`src/sv/lrupr_pkg.sv`:
```
// lrupr_pkg: shared types and constants for the LRU page replacement core.
// No dependencies; imported by the controller, the datapath and the top level.
`default_nettype none

package lrupr_pkg;

    localparam int IN_PAGE_W  = 16;
    localparam int OUT_PAGE_W = 16;
    localparam int SLOT_W     = 4;
    localparam int CFG_W      = 5;
    localparam int STAMP_W    = 48;
    localparam int COUNT_W    = 32;

    localparam logic [CFG_W-1:0]   CFG_RESET = 5'd16;
    localparam logic [STAMP_W-1:0] STAMP_MAX = {STAMP_W{1'b1}};
    localparam logic [COUNT_W-1:0] COUNT_MAX = {COUNT_W{1'b1}};

    typedef enum logic [1:0] {
        ST_IDLE,
        ST_SCAN,
        ST_FLUSH,
        ST_UPDATE
    } lrupr_state_t;

    // controller -> datapath
    typedef struct packed {
        logic load;      // capture the page of the accepted beat, clear scan results
        logic scan_rd;   // read one frame and advance the scan counter
        logic update;    // commit the replacement decision and load the result
    } lrupr_cmd_t;

    // datapath -> controller
    typedef struct packed {
        logic scan_last; // the read issued this cycle is the last active frame
        logic out_free;  // result register can take a new beat
    } lrupr_status_t;

endpackage

`default_nettype wire

```
`src/sv/lrupr_ctrl.sv`:
```
// lrupr_ctrl: sequencing state machine of the LRU page replacement core.
// Depends on lrupr_pkg for the state, command and status types.
`default_nettype none

module lrupr_ctrl
    import lrupr_pkg::*;
(
    input  wire logic          aclk,
    input  wire logic          aresetn,
    input  wire logic          in_valid,
    output logic               in_ready,
    input  wire lrupr_status_t status,
    output lrupr_cmd_t         cmd
);

    lrupr_state_t state_reg, state_next;

    always_ff @(posedge aclk) begin
        if (!aresetn) begin
            state_reg <= ST_IDLE;
        end else begin
            state_reg <= state_next;
        end
    end

    always_comb begin
        state_next = state_reg;
        case (state_reg)
            ST_IDLE: begin
                if (in_valid) begin
                    state_next = ST_SCAN;
                end
            end
            ST_SCAN: begin
                if (status.scan_last) begin
                    state_next = ST_FLUSH;
                end
            end
            ST_FLUSH: begin
                state_next = ST_UPDATE;
            end
            ST_UPDATE: begin
                if (status.out_free) begin
                    state_next = ST_IDLE;
                end
            end
            default: begin
                state_next = ST_IDLE;
            end
        endcase
    end

    always_comb begin
        in_ready    = 1'b0;
        cmd.load    = 1'b0;
        cmd.scan_rd = 1'b0;
        cmd.update  = 1'b0;
        case (state_reg)
            ST_IDLE: begin
                in_ready = 1'b1;
                cmd.load = in_valid;
            end
            ST_SCAN: begin
                cmd.scan_rd = 1'b1;
            end
            ST_FLUSH: begin
                // last frame's read data is compared in this cycle
            end
            ST_UPDATE: begin
                cmd.update = status.out_free;
            end
            default: begin
            end
        endcase
    end

endmodule

`default_nettype wire

```
`src/sv/lrupr_datapath.sv`:
```
// lrupr_datapath: frame memories, scan compare, stamp clock, totals and result register.
// Depends on lrupr_pkg; driven by lrupr_ctrl through lrupr_cmd_t / lrupr_status_t.
`default_nettype none

module lrupr_datapath
    import lrupr_pkg::*;
#(
    parameter int FRAMES    = 16,
    parameter int PAGE_BITS = 16
) (
    input  wire logic                  aclk,
    input  wire logic                  aresetn,
    input  wire lrupr_cmd_t            cmd,
    output lrupr_status_t              status,
    input  wire logic                  cfg_wr_en,
    input  wire logic [CFG_W-1:0]      cfg_wr_data,
    input  wire logic [IN_PAGE_W-1:0]  in_page,
    output logic                       out_valid,
    input  wire logic                  out_ready,
    output logic                       out_hit,
    output logic [SLOT_W-1:0]          out_slot,
    output logic                       out_ev_valid,
    output logic [OUT_PAGE_W-1:0]      out_ev_page,
    output logic [COUNT_W-1:0]         out_fault_total,
    output logic [COUNT_W-1:0]         out_hit_total
);

    localparam int IDX_W = (FRAMES > 1) ? $clog2(FRAMES) : 1;
    localparam int CNT_W = $clog2(FRAMES + 1);
    localparam logic [7:0] FRAMES_8 = 8'(FRAMES);

    // frame store
    logic [PAGE_BITS-1:0] tag_mem   [FRAMES];
    logic [STAMP_W-1:0]   stamp_mem [FRAMES];
    logic [FRAMES-1:0]    valid_reg;

    logic [CFG_W-1:0]     cfg_reg;
    logic [PAGE_BITS-1:0] page_reg;
    logic [CNT_W-1:0]     cnt_reg;
    logic [STAMP_W-1:0]   stamp_reg;
    logic [COUNT_W-1:0]   fault_reg;
    logic [COUNT_W-1:0]   hits_reg;

    // registered read port
    logic                 cmp_en_reg;
    logic [IDX_W-1:0]     cmp_idx_reg;
    logic                 rd_valid_reg;
    logic [PAGE_BITS-1:0] rd_tag_reg;
    logic [STAMP_W-1:0]   rd_stamp_reg;

    // scan results
    logic                 found_reg;
    logic [IDX_W-1:0]     hit_idx_reg;
    logic                 free_reg;
    logic [IDX_W-1:0]     free_idx_reg;
    logic [STAMP_W-1:0]   min_stamp_reg;
    logic [IDX_W-1:0]     min_idx_reg;
    logic [PAGE_BITS-1:0] min_tag_reg;

    // result register
    logic                  m_valid_reg;
    logic                  m_hit_reg;
    logic [SLOT_W-1:0]     m_slot_reg;
    logic                  m_ev_valid_reg;
    logic [OUT_PAGE_W-1:0] m_ev_page_reg;

    logic [31:0]          page_ext;
    logic [PAGE_BITS-1:0] page_in;
    logic [7:0]           cfg_ext;
    logic [7:0]           active_8;
    logic [CNT_W-1:0]     active_cnt;
    logic [IDX_W-1:0]     rd_idx;
    logic                 match;
    logic                 evict;
    logic [IDX_W-1:0]     slot_idx;
    logic [31:0]          slot_ext;
    logic [31:0]          ev_tag_ext;
    logic [STAMP_W-1:0]   stamp_next;
    logic [COUNT_W-1:0]   fault_next;
    logic [COUNT_W-1:0]   hits_next;

    assign page_ext = 32'(in_page);
    assign page_in  = page_ext[PAGE_BITS-1:0];

    // zero acts as one frame, anything above FRAMES acts as FRAMES
    assign cfg_ext    = 8'(cfg_reg);
    assign active_8   = (cfg_ext == 8'd0) ? 8'd1 :
                        ((cfg_ext > FRAMES_8) ? FRAMES_8 : cfg_ext);
    assign active_cnt = active_8[CNT_W-1:0];

    assign rd_idx = cnt_reg[IDX_W-1:0];
    assign match  = rd_valid_reg && (rd_tag_reg == page_reg);

    assign evict      = !found_reg && !free_reg;
    assign slot_idx   = found_reg ? hit_idx_reg : (free_reg ? free_idx_reg : min_idx_reg);
    assign slot_ext   = 32'(slot_idx);
    assign ev_tag_ext = 32'(min_tag_reg);
    assign stamp_next = (stamp_reg != STAMP_MAX) ? stamp_reg + STAMP_W'(1) : stamp_reg;
    assign fault_next = (fault_reg != COUNT_MAX) ? fault_reg + COUNT_W'(1) : fault_reg;
    assign hits_next  = (hits_reg != COUNT_MAX) ? hits_reg + COUNT_W'(1) : hits_reg;

    assign status.scan_last = (cnt_reg == (active_cnt - CNT_W'(1)));
    assign status.out_free  = !m_valid_reg || out_ready;

    always_ff @(posedge aclk) begin
        if (!aresetn) begin
            cfg_reg <= CFG_RESET;
        end else if (cfg_wr_en) begin
            cfg_reg <= cfg_wr_data;
        end
    end

    // memories: one read per scan cycle, one write in the update cycle
    always_ff @(posedge aclk) begin
        if (cmd.scan_rd) begin
            rd_tag_reg   <= tag_mem[rd_idx];
            rd_stamp_reg <= stamp_mem[rd_idx];
        end
        if (cmd.update) begin
            stamp_mem[slot_idx] <= stamp_next;
            if (!found_reg) begin
                tag_mem[slot_idx] <= page_reg;
            end
        end
    end

    always_ff @(posedge aclk) begin
        if (cmd.load) begin
            page_reg <= page_in;
        end
        if (cmd.scan_rd) begin
            rd_valid_reg <= valid_reg[rd_idx];
            cmp_idx_reg  <= rd_idx;
        end
    end

    always_ff @(posedge aclk) begin
        if (!aresetn) begin
            cnt_reg    <= '0;
            cmp_en_reg <= 1'b0;
        end else begin
            cmp_en_reg <= cmd.scan_rd;
            if (cmd.load) begin
                cnt_reg <= '0;
            end else if (cmd.scan_rd) begin
                cnt_reg <= cnt_reg + CNT_W'(1);
            end
        end
    end

    // scan compare: first match, first empty frame, oldest stamp (lowest index on ties)
    always_ff @(posedge aclk) begin
        if (!aresetn) begin
            found_reg <= 1'b0;
            free_reg  <= 1'b0;
        end else if (cmd.load) begin
            found_reg <= 1'b0;
            free_reg  <= 1'b0;
        end else if (cmp_en_reg) begin
            if (!found_reg && match) begin
                found_reg   <= 1'b1;
                hit_idx_reg <= cmp_idx_reg;
            end
            if (!free_reg && !rd_valid_reg) begin
                free_reg     <= 1'b1;
                free_idx_reg <= cmp_idx_reg;
            end
            if ((cmp_idx_reg == '0) || (rd_stamp_reg < min_stamp_reg)) begin
                min_stamp_reg <= rd_stamp_reg;
                min_idx_reg   <= cmp_idx_reg;
                min_tag_reg   <= rd_tag_reg;
            end
        end
    end

    always_ff @(posedge aclk) begin
        if (!aresetn) begin
            valid_reg <= '0;
            stamp_reg <= '0;
            fault_reg <= '0;
            hits_reg  <= '0;
        end else if (cmd.update) begin
            valid_reg[slot_idx] <= 1'b1;
            stamp_reg           <= stamp_next;
            if (found_reg) begin
                hits_reg <= hits_next;
            end else begin
                fault_reg <= fault_next;
            end
        end
    end

    always_ff @(posedge aclk) begin
        if (!aresetn) begin
            m_valid_reg <= 1'b0;
        end else if (cmd.update) begin
            m_valid_reg <= 1'b1;
        end else if (out_ready) begin
            m_valid_reg <= 1'b0;
        end
    end

    always_ff @(posedge aclk) begin
        if (cmd.update) begin
            m_hit_reg      <= found_reg;
            m_slot_reg     <= slot_ext[SLOT_W-1:0];
            m_ev_valid_reg <= evict;
            m_ev_page_reg  <= evict ? ev_tag_ext[OUT_PAGE_W-1:0] : '0;
        end
    end

    assign out_valid       = m_valid_reg;
    assign out_hit         = m_hit_reg;
    assign out_slot        = m_slot_reg;
    assign out_ev_valid    = m_ev_valid_reg;
    assign out_ev_page     = m_ev_page_reg;
    assign out_fault_total = fault_reg;
    assign out_hit_total   = hits_reg;

    a_update_needs_room: assert property (@(posedge aclk) disable iff (!aresetn)
        cmd.update |-> (!m_valid_reg || out_ready))
        else $error("result overwritten while a beat is pending");

    a_update_shows_result: assert property (@(posedge aclk) disable iff (!aresetn)
        cmd.update |=> m_valid_reg)
        else $error("update did not produce a result beat");

    a_hit_no_evict: assert property (@(posedge aclk) disable iff (!aresetn)
        m_valid_reg |-> !(m_hit_reg && m_ev_valid_reg))
        else $error("hit reported with an eviction");

    a_no_evict_zero_page: assert property (@(posedge aclk) disable iff (!aresetn)
        (m_valid_reg && !m_ev_valid_reg) |-> (m_ev_page_reg == '0))
        else $error("evicted page nonzero without eviction");

    a_one_total_moves: assert property (@(posedge aclk) disable iff (!aresetn)
        cmd.update |=> (hits_reg == $past(hits_reg)) || (fault_reg == $past(fault_reg)))
        else $error("both totals changed on one reference");

endmodule

`default_nettype wire

```
`src/sv/lru_page_replacement_core.sv`:
```
// lru_page_replacement_core: top level of the LRU (counter method) page replacement core.
// Depends on lrupr_pkg, lrupr_ctrl and lrupr_datapath.
//
//   channel   dir  handshake            payload
//   s_        in   s_valid / s_ready    s_page_number
//   m_        out  m_valid / m_ready    m_hit, m_slot, m_evicted_valid, m_evicted_page,
//                                       m_fault_total, m_hit_total
//   cfg_      in   cfg_wr_en            cfg_wr_data (frames_in_use)
//
// After accept, a reference passes through ST_SCAN (one frame read per active frame),
// ST_FLUSH (compare of the last read) and ST_UPDATE; a new beat is accepted only back
// in ST_IDLE, so each reference is finished before the next one is taken.
// The single read port of the frame memory sets the scan length, one frame a cycle.
// Reset (aresetn low, synchronous) clears valid bits, stamp clock and totals.
// A waiting result beat holds in the output register; the next beat is still accepted
// and scanned, and only its update cycle waits for m_ready.
`default_nettype none

module lru_page_replacement_core
    import lrupr_pkg::*;
#(
    parameter int FRAMES    = 16,
    parameter int PAGE_BITS = 16
) (
    input  wire logic                  aclk,
    input  wire logic                  aresetn,
    input  wire logic                  s_valid,
    output logic                       s_ready,
    input  wire logic [IN_PAGE_W-1:0]  s_page_number,
    output logic                       m_valid,
    input  wire logic                  m_ready,
    output logic                       m_hit,
    output logic [SLOT_W-1:0]          m_slot,
    output logic                       m_evicted_valid,
    output logic [OUT_PAGE_W-1:0]      m_evicted_page,
    output logic [COUNT_W-1:0]         m_fault_total,
    output logic [COUNT_W-1:0]         m_hit_total,
    input  wire logic                  cfg_wr_en,
    input  wire logic [CFG_W-1:0]      cfg_wr_data
);

    lrupr_cmd_t    cmd;
    lrupr_status_t status;

    lrupr_ctrl u_ctrl (
        .aclk     (aclk),
        .aresetn  (aresetn),
        .in_valid (s_valid),
        .in_ready (s_ready),
        .status   (status),
        .cmd      (cmd)
    );

    lrupr_datapath #(
        .FRAMES    (FRAMES),
        .PAGE_BITS (PAGE_BITS)
    ) u_datapath (
        .aclk            (aclk),
        .aresetn         (aresetn),
        .cmd             (cmd),
        .status          (status),
        .cfg_wr_en       (cfg_wr_en),
        .cfg_wr_data     (cfg_wr_data),
        .in_page         (s_page_number),
        .out_valid       (m_valid),
        .out_ready       (m_ready),
        .out_hit         (m_hit),
        .out_slot        (m_slot),
        .out_ev_valid    (m_evicted_valid),
        .out_ev_page     (m_evicted_page),
        .out_fault_total (m_fault_total),
        .out_hit_total   (m_hit_total)
    );

endmodule

`default_nettype wire
```
`config.mk`:
```
export PLATFORM = sky130hd
export DESIGN_NAME = lru_page_replacement_core
export DESIGN_NICKNAME = d
export VERILOG_FILES = /design/src/sv/lrupr_pkg.sv /design/src/sv/lrupr_ctrl.sv /design/src/sv/lrupr_datapath.sv /design/src/sv/lru_page_replacement_core.sv
export SDC_FILE = /design/constraint.sdc
export NUM_CORES = 1
export LEC_CHECK = 0
export ABC_CLOCK_PERIOD_IN_PS = 4900
export BUFFER_PORTS_ARGS = -buffer_cell sky130_fd_sc_hd__buf_2
export CAP_MARGIN = 20
export CELL_PAD_IN_SITES_DETAIL_PLACEMENT = 1
export CELL_PAD_IN_SITES_GLOBAL_PLACEMENT = 2
export CORE_AREA = 2 2 393 395
export DETAILED_ROUTE_END_ITERATION = 16
export DIE_AREA = 0 0 395 397
export GPL_ROUTABILITY_DRIVEN = 0
export PLACE_DENSITY_LB_ADDON = 0.1
export SYNTH_ARGS = -nofsm -noshare
export SYNTH_HDL_FRONTEND = slang
export SYNTH_SLANG_ARGS = --single-unit
```
`constraint.sdc`:
```
create_clock -name aclk -period 4.9 [get_ports aclk]
set_input_delay 0.49 -clock aclk [delete_from_list [all_inputs] [get_ports aclk]]
set_output_delay 0.49 -clock aclk [all_outputs]
set_load 0.02 [all_outputs]
```
==> out/qor.csv, run 1 <==
stage,metric,value,unit
finish,share of layout cells above drive strength 1,25.5,%
finish,nets@finish,3144,
synth,Synth Area in Simple Gates,5.35,%
cts,H-tree depth,4,
global_route,GR peak layer,met2,
die,DIE AREA,157000,um^2
route,Total Wirelength,141000,um
cts,cts bufs inserted,152,
die,I/O Pins,114,
synth,"EDFF count, synth",1207,
global_route,GRT Total Usage,18.1,%
route,ANT nets after route,0,
die,die width,395,um
timing,worst-margin pin slew,1040,ps
die,die height,397,um
finish,Reg with most FFs,u_datapath.stamp_mem,
die,# rows,144,
route,via/cell ratio,5.21,
cts,Post-CTS Setup Repair Bufs,0,
critical_path,WP data arrival,3940,ps
global_route,met3 GRT Util,2.86,%
synth,Yosys cell types,56,
cts,Worst-path clk slew,60,ps
finish,diode count,0,
die,Initial Utilization,34.7,%
global_route,GR Util met1,24.2,%
synth,ys async rst share,0,%
critical_path,Worst Path Required,5320,ps
synth,Post-Synthesis Cells,2794,
route,routed via count,27200,
timing,setup TNS,0,ps
route,DRC Markers,0,
global_route,grt met2 use,30.7,%
synth,Syn Area/Cell,19.0,um^2
finish,Layout Cells excl Fill,5230,
critical_path,kind of critical path,reg -> reg,
power,power density cells,427,nW/um^2
flow_run,Max-cap violations,0,
synth,Synth warnings,0,
synth,post-synthesis mux area share,14.1,%
synth,"Cell Area, Synth",53100,um^2
min_path,hold crit path type,in -> reg,
route,WL/cell,26.9,um
finish,Layout area overhead,17.2,%
timing,# setup viols final,0,
critical_path,Worst Path Max Fanout,16,
finish,Top Registers,"u_datapath.stamp_mem (768), u_datapath.tag_mem (256)",
timing,Final Slew Violations,0,
power,Lkg Pwr,17.7,nW
cts,Clock Sinks,1351,
route,DRT Pass-1 Iters,5,
cts,CTS tree,done,
timing,Worst Hold Slack,76.2,ps
synth,Syn Nets,2876,
global_route,first-pass GRT wire length,207000,um
power,maximum vdd drop,283,uV
critical_path,CP Capture Type,flop,
route,DRT iter0 DRCs,1695,
finish,"leading cell type in the layout, fill and taps excluded",edfxtp_1,
placed_design,Detailed Place HPWL,76000,um
die,core area,153000,um^2
cts,Clock Latency Late Sink,790,ps
cts,Root Buffer,clkbuf_16,
finish,"commonest non-fill, non-tap cells in the layout","1207 x edfxtp_1, 325 x mux4_2, 152 x clkbuf_16, 140 x dfxtp_1, 113 x buf_2",
synth,largest family of logic cells by synthesized area,multiplexers,
synth,synthesized flop and latch total,1351,
global_route,largest net degree at the start of global routing,73,
placed_design,placed cells,4909,
timing,Final min period,3520,ps
timing,Worst Clk Skew,35.2,ps
synth,xor/xnor cell area share of the yosys netlist,2.13,%
timing,fmax,0.284,GHz
global_route,initial antenna violation count,1,
placed_design,# port buffers,113,
synth,Synth Flop Type,edfxtp_1,
synth,post-synthesis compound-gate area fraction,2.06,%
synth,post-synthesis sequential area ratio,73.6,%
finish,max reg flops,768,
critical_path,Startpoint Class,flop,
timing,max_slew headroom,29.6,%
global_route,vias in the first global route,29800,
synth,Post-Synth Adder-Cell Area,1.32,%
timing,Final Cycle Share,71.9,%
timing,RSZ-0062 raised after global routing,false,
outcome,status,completed,
timing,Final Hold Vio Count,0,
global_route,total global routing overflow,0,
cts,clock buffer depth,3,
-- cell type report --
cell class / instances / area (um^2)
Multi-Input combinational cell: 1243 / 13500
Sequential cell: 1351 / 39100
Inverter: 74 / 279
Tap cell: 2044 / 2560
Clock buffer: 191 / 4040
Timing Repair Buffer: 240 / 1940
Clock inverter: 87 / 838
Fill cell: 14600 / 90700
-- layer usage --
metal	wire length [um]	up-vias	part of all wire (%)
li1	-	11800	-
met1	62500	14700	44
met2	70200	492	50
met3	4850	196	3.4
met4	3140	0	2.2
met5	0	-	0
-- repair_timing --
item,4_1_cts,5_1_grt
hold endpoints to repair,21,0
hold buffers,21,0
gates resized for setup,0,0
-- per-stage QoR --
stage | setup WS (ps) | util [%] | total power (W) | instance area, um^2
2_1_floorplan | 30.1 | - | 0.0149 | 53100
3_3_place_gp | 1290 | 37.2 | 0.0158 | 57000
3_5_place_dp | 1160 | 37.3 | 0.0158 | 57000
4_1_cts | 1150 | 40.6 | 0.0270 | 62100
5_1_grt | 1020 | 40.7 | 0.0276 | 62300
6_report | 1380 | 40.7 | 0.0266 | 62300
-- report_power, final --
| group | leakage [nW] | internal [W] | total (W) | switching (W) |
|---|---|---|---|---|
| combinational | 4.77 | 0.000889 | 0.00211 | 0.00122 |
| sequential | 10.6 | 0.0130 | 0.0134 | 0.000370 |
| clock | 2.38 | 0.00632 | 0.0111 | 0.00474 |
| total | 17.7 | 0.0203 | 0.0266 | 0.00634 |
-- critical path, stage by stage, from the launching register on --
cell	delay, ps
dfxtp_1	450
ha_1	260
nand4_1	270
nor3_4	450
and2_1	410
nand2b_1	130
buf_4	210
and3_1	210
xor2_1	780
-- synth_stat cells (4+ instances only) --
library cell | instances | area share, %
edfxtp_1 | 1207 | 68
mux4_2 | 325 | 14
dfxtp_1 | 144 | 5.4
nor2_1 | 123 | 0.87
clkbuf_1 | 100 | 0.71
nand2_1 | 91 | 0.64
inv_1 | 72 | 0.51
xnor2_1 | 70 | 1.2
a21oi_1 | 64 | 0.60
xor2_1 | 59 | 0.97
nand3_1 | 57 | 0.54
ha_1 | 56 | 1.3
nand4_1 | 53 | 0.62
o21ai_0 | 47 | 0.44
nor3_1 | 46 | 0.43
and2_1 | 39 | 0.46
or3_1 | 38 | 0.45
o21a_1 | 22 | 0.31
buf_1 | 18 | 0.13
and3_1 | 16 | 0.19
and4_1 | 16 | 0.26
mux2i_1 | 16 | 0.30
nor4_1 | 15 | 0.18
nand2b_1 | 10 | 0.12
or4_1 | 10 | 0.14
o211ai_1 | 9 | 0.13
o31ai_1 | 8 | 0.11
a21o_1 | 6 | 0.085
buf_2 | 6 | 0.057
o2111ai_1 | 6 | 0.099
nor2b_1 | 4 | 0.047
or2_2 | 4 | 0.047
-- cell families after synthesis --
| kind of cell | Yosys count |
|---|---|
| AO/OA/AOI/OAI | 180 |
| multiplexers | 341 |
| XOR/XNOR | 129 |
| buffers and inverters | 200 |
| flip-flops | 1351 |
| adder cells (fa/ha/maj) | 56 |
| AND/OR/NAND/NOR | 537 |
-- path summary, 6_finish.rpt --
kind | start | to | slack [ps] | cells after the start
max | u_datapath.stamp_reg[0]$_SDFFE_PN0P_ | u_datapath.stamp_mem[0][6]$_DFFE_PP_ | 1380 | 8
min | cfg_wr_en | u_datapath.cfg_reg[4]$_SDFFE_PN1P_ | 80 | 3
max reg2reg | u_datapath.stamp_reg[0]$_SDFFE_PN0P_ | u_datapath.stamp_mem[0][6]$_DFFE_PP_ | 1380 | 8
min reg2reg | u_datapath.rd_stamp_reg[16]$_DFFE_PP_ | u_datapath.min_stamp_reg[16]$_DFFE_PP_ | 450 | 0
Power figures use the tool's default switching activity.
==> inputs of run 2 (changes only) <==
--- a/config.mk
+++ b/config.mk
@@ -5,7 +5,7 @@
 export SDC_FILE = /design/constraint.sdc
 export NUM_CORES = 1
 export LEC_CHECK = 0
-export ABC_CLOCK_PERIOD_IN_PS = 4900
+export ABC_CLOCK_PERIOD_IN_PS = 3600
 export BUFFER_PORTS_ARGS = -buffer_cell sky130_fd_sc_hd__buf_2
 export CAP_MARGIN = 20
 export CELL_PAD_IN_SITES_DETAIL_PLACEMENT = 1
==> constraint.sdc (replaced) <==
create_clock -name aclk -period 3.6 [get_ports aclk]
set_input_delay 0.36 -clock aclk [delete_from_list [all_inputs] [get_ports aclk]]
set_output_delay 0.36 -clock aclk [all_outputs]
set_load 0.02 [all_outputs]
==> out/qor.csv, run 2 (synthesized netlist as in run 1, its figures left out) <==
stage,metric,value,unit
outcome,status,completed,
power,Lkg Pwr,17.9,nW
finish,Layout area overhead,18.0,%
die,die width,395,um
finish,nets@finish,3185,
route,met3 wire length,5320,um
die,DIE AREA,157000,um^2
timing,Final Cycle Share,91.4,%
timing,# setup viols final,0,
global_route,initial antenna violation count,4,
placed_design,Place WS,217,ps
route,WL met2,69300,um
finish,max reg flops,768,
power,Clock Power Share,41.7,%
die,# rows,144,
route,Max Used Layer,met4,
cts,post_cts resized,0,
finish,"commonest non-fill, non-tap cells in the layout","1207 x edfxtp_1, 325 x mux4_2, 151 x clkbuf_16, 140 x dfxtp_1, 113 x buf_2",
route,DRT Pass-1 Iters,5,
die,core area,153000,um^2
finish,Top Registers,"u_datapath.stamp_mem (768), u_datapath.tag_mem (256)",
timing,Final min period,3290,ps
route,via/cell ratio,5.18,
global_route,total global routing overflow,0,
power,maximum vdd drop,394,uV
route,ANT nets after route,0,
power,NetSw,0.00860,W
route,DRT iter0 DRCs,1761,
global_route,GRT Total Usage,17.9,%
route,WL/cell,26.3,um
min_path,hold_sp,aresetn,
critical_path,flop2flop setup slack,310,ps
critical_path,kind of critical path,reg -> reg,
cts,Worst-path clk slew,60,ps
placed_design,Area after DPL,57400,um^2
finish,Reg with most FFs,u_datapath.stamp_mem,
timing,RSZ-0062 raised after global routing,false,
timing,Final Hold Vio Count,0,
global_route,vias in the first global route,29900,
global_route,largest net degree at the start of global routing,70,
critical_path,Worst R2R Path Depth,8,
timing,max_slew headroom,26.8,%
placed_design,Detailed Place HPWL,76800,um
timing,Worst Slack Setup Final,309,ps
min_path,hold crit path type,in -> reg,
timing,fmax,0.304,GHz
finish,"leading cell type in the layout, fill and taps excluded",edfxtp_1,
cts,clock buffer depth,3,
power,Combinational Power Share,8.3,%
critical_path,Worst Path Required,4050,ps
cts,Root Buffer,clkbuf_16,
route,Met1 Wirelength,61000,um
timing,worst-margin pin slew,1090,ps
critical_path,Startpoint Class,flop,
power,Sw Ratio,23.7,%
die,die height,397,um
cts,CTS tree,done,
global_route,first-pass GRT wire length,205000,um
critical_path,Worst Path Max Fanout,35,
finish,share of layout cells above drive strength 1,25.9,%
die,Initial Utilization,34.7,%
finish,Finished Cell Area,62700,um^2
route,routed via count,27300,
min_path,hold path depth,3,
min_path,Worst Hold End,u_datapath.found_reg$_SDFFE_PP0P_,
die,I/O Pins,114,
power,part of the power in registers,50.1,%
cts,cts bufs inserted,151,
critical_path,CP Capture Type,flop,
power,internal power,0.0277,W
critical_path,worst r2r src,u_datapath.rd_stamp_reg[9]$_DFFE_PP_,
flow_run,Max-cap violations,0,
cts,H-tree depth,4,
cts,Clock Latency Late Sink,800,ps
power,power density cells,579,nW/um^2
route,DRC Markers,0,
timing,Worst Clk Skew,47.2,ps
critical_path,WP data arrival,3740,ps
timing,Final Slew Violations,0,
route,Total Wirelength,138000,um
cts,Clock Sinks,1351,
critical_path,reg2reg end,u_datapath.min_stamp_reg[7]$_DFFE_PP_,
placed_design,# port buffers,113,
-- run 2: cell types whose count changed in the layout (fill, tap and decap cells not counted), sizes merged --
cell	delta
diode	+1
clkinvlp	-1
clkinv	+4
buf	+38
dlygate4sd3	+6
clkbuf	-10
bufinv	+4
inv	-4
-- run 2: metrics by stage --
step / utilization [%] / setup TNS [ps] / hold WS (ps) / total power, W / cells
final: 41.0 / 0 / 78.5 / 0.0363 / 5268
after global routing: 41.0 / 0 / 71.2 / 0.0377 / 5267
after CTS: 40.9 / 0 / 19.5 / 0.0369 / 5252
after detailed placement: 37.5 / 0 / 443 / 0.0216 / 4952
after global placement: 37.5 / 0 / 436 / 0.0215 / 4952
after floorplan: - / -149060 / 406 / 0.0203 / 2794
-- run 2: how the worst max path moves through the flow --
stage	from	end	slack (ps)	cells after the start
floorplan	u_datapath.free_reg$_SDFFE_PP0P_	u_datapath.stamp_mem[0][0]$_DFFE_PP_	-380	6
global placement	u_datapath.rd_stamp_reg[9]$_DFFE_PP_	u_datapath.min_stamp_reg[4]$_DFFE_PP_	230	8
detailed placement	u_datapath.rd_stamp_reg[9]$_DFFE_PP_	u_datapath.min_stamp_reg[4]$_DFFE_PP_	220	8
CTS	u_datapath.rd_stamp_reg[9]$_DFFE_PP_	u_datapath.min_stamp_reg[4]$_DFFE_PP_	140	8
global route	u_datapath.stamp_reg[0]$_SDFFE_PN0P_	u_datapath.stamp_mem[2][22]$_DFFE_PP_	60	7
finish	u_datapath.rd_stamp_reg[9]$_DFFE_PP_	u_datapath.min_stamp_reg[7]$_DFFE_PP_	310	8
-- run 2: power groups by stage --
| stage | sequential (W) | combinational [W] | clock (W) |
|---|---|---|---|
| 2_1_floorplan | 0.0183 | 0.00200 | 0 |
| 3_3_place_gp | 0.0185 | 0.00304 | 0 |
| 3_5_place_dp | 0.0185 | 0.00310 | 0 |
| 4_1_cts | 0.0182 | 0.00313 | 0.0156 |
| 5_1_grt | 0.0183 | 0.00329 | 0.0162 |
| 6_report | 0.0182 | 0.00300 | 0.0151 |
-- run 2: final cells by class --
cell class,count,area [um^2]
clock inverter,90,1010
tap,2044,2560
inverter,74,279
antenna,1,2.50
clock buffer,183,3910
fill,14600,90300
timing repair buffer,282,2330
multi-input combinational,1243,13500
sequential,1351,39100
-- run 2: metal layers --
metal,global-route usage (%),vias up
li1,-,11900
met1,23.8,14700
met2,30.3,509
met3,3.10,185
met4,4.94,0
met5,0,-
-- run 2: timing repair --
item / 4_1_cts / 5_1_grt
setup buffers: 0 / 0
hold buffers: 27 / 0
endpoints found under the hold margin: 22 / 0
-- run 2: critical path, stage by stage, from the launching register on --
cell and delay (ps):
edfxtp_1 400, ha_1 330, a21oi_1 160, o21ai_0 200, a221o_1 340, nor3_1 510, a211o_1 290, o2bb2ai_4 350
buf_12 300
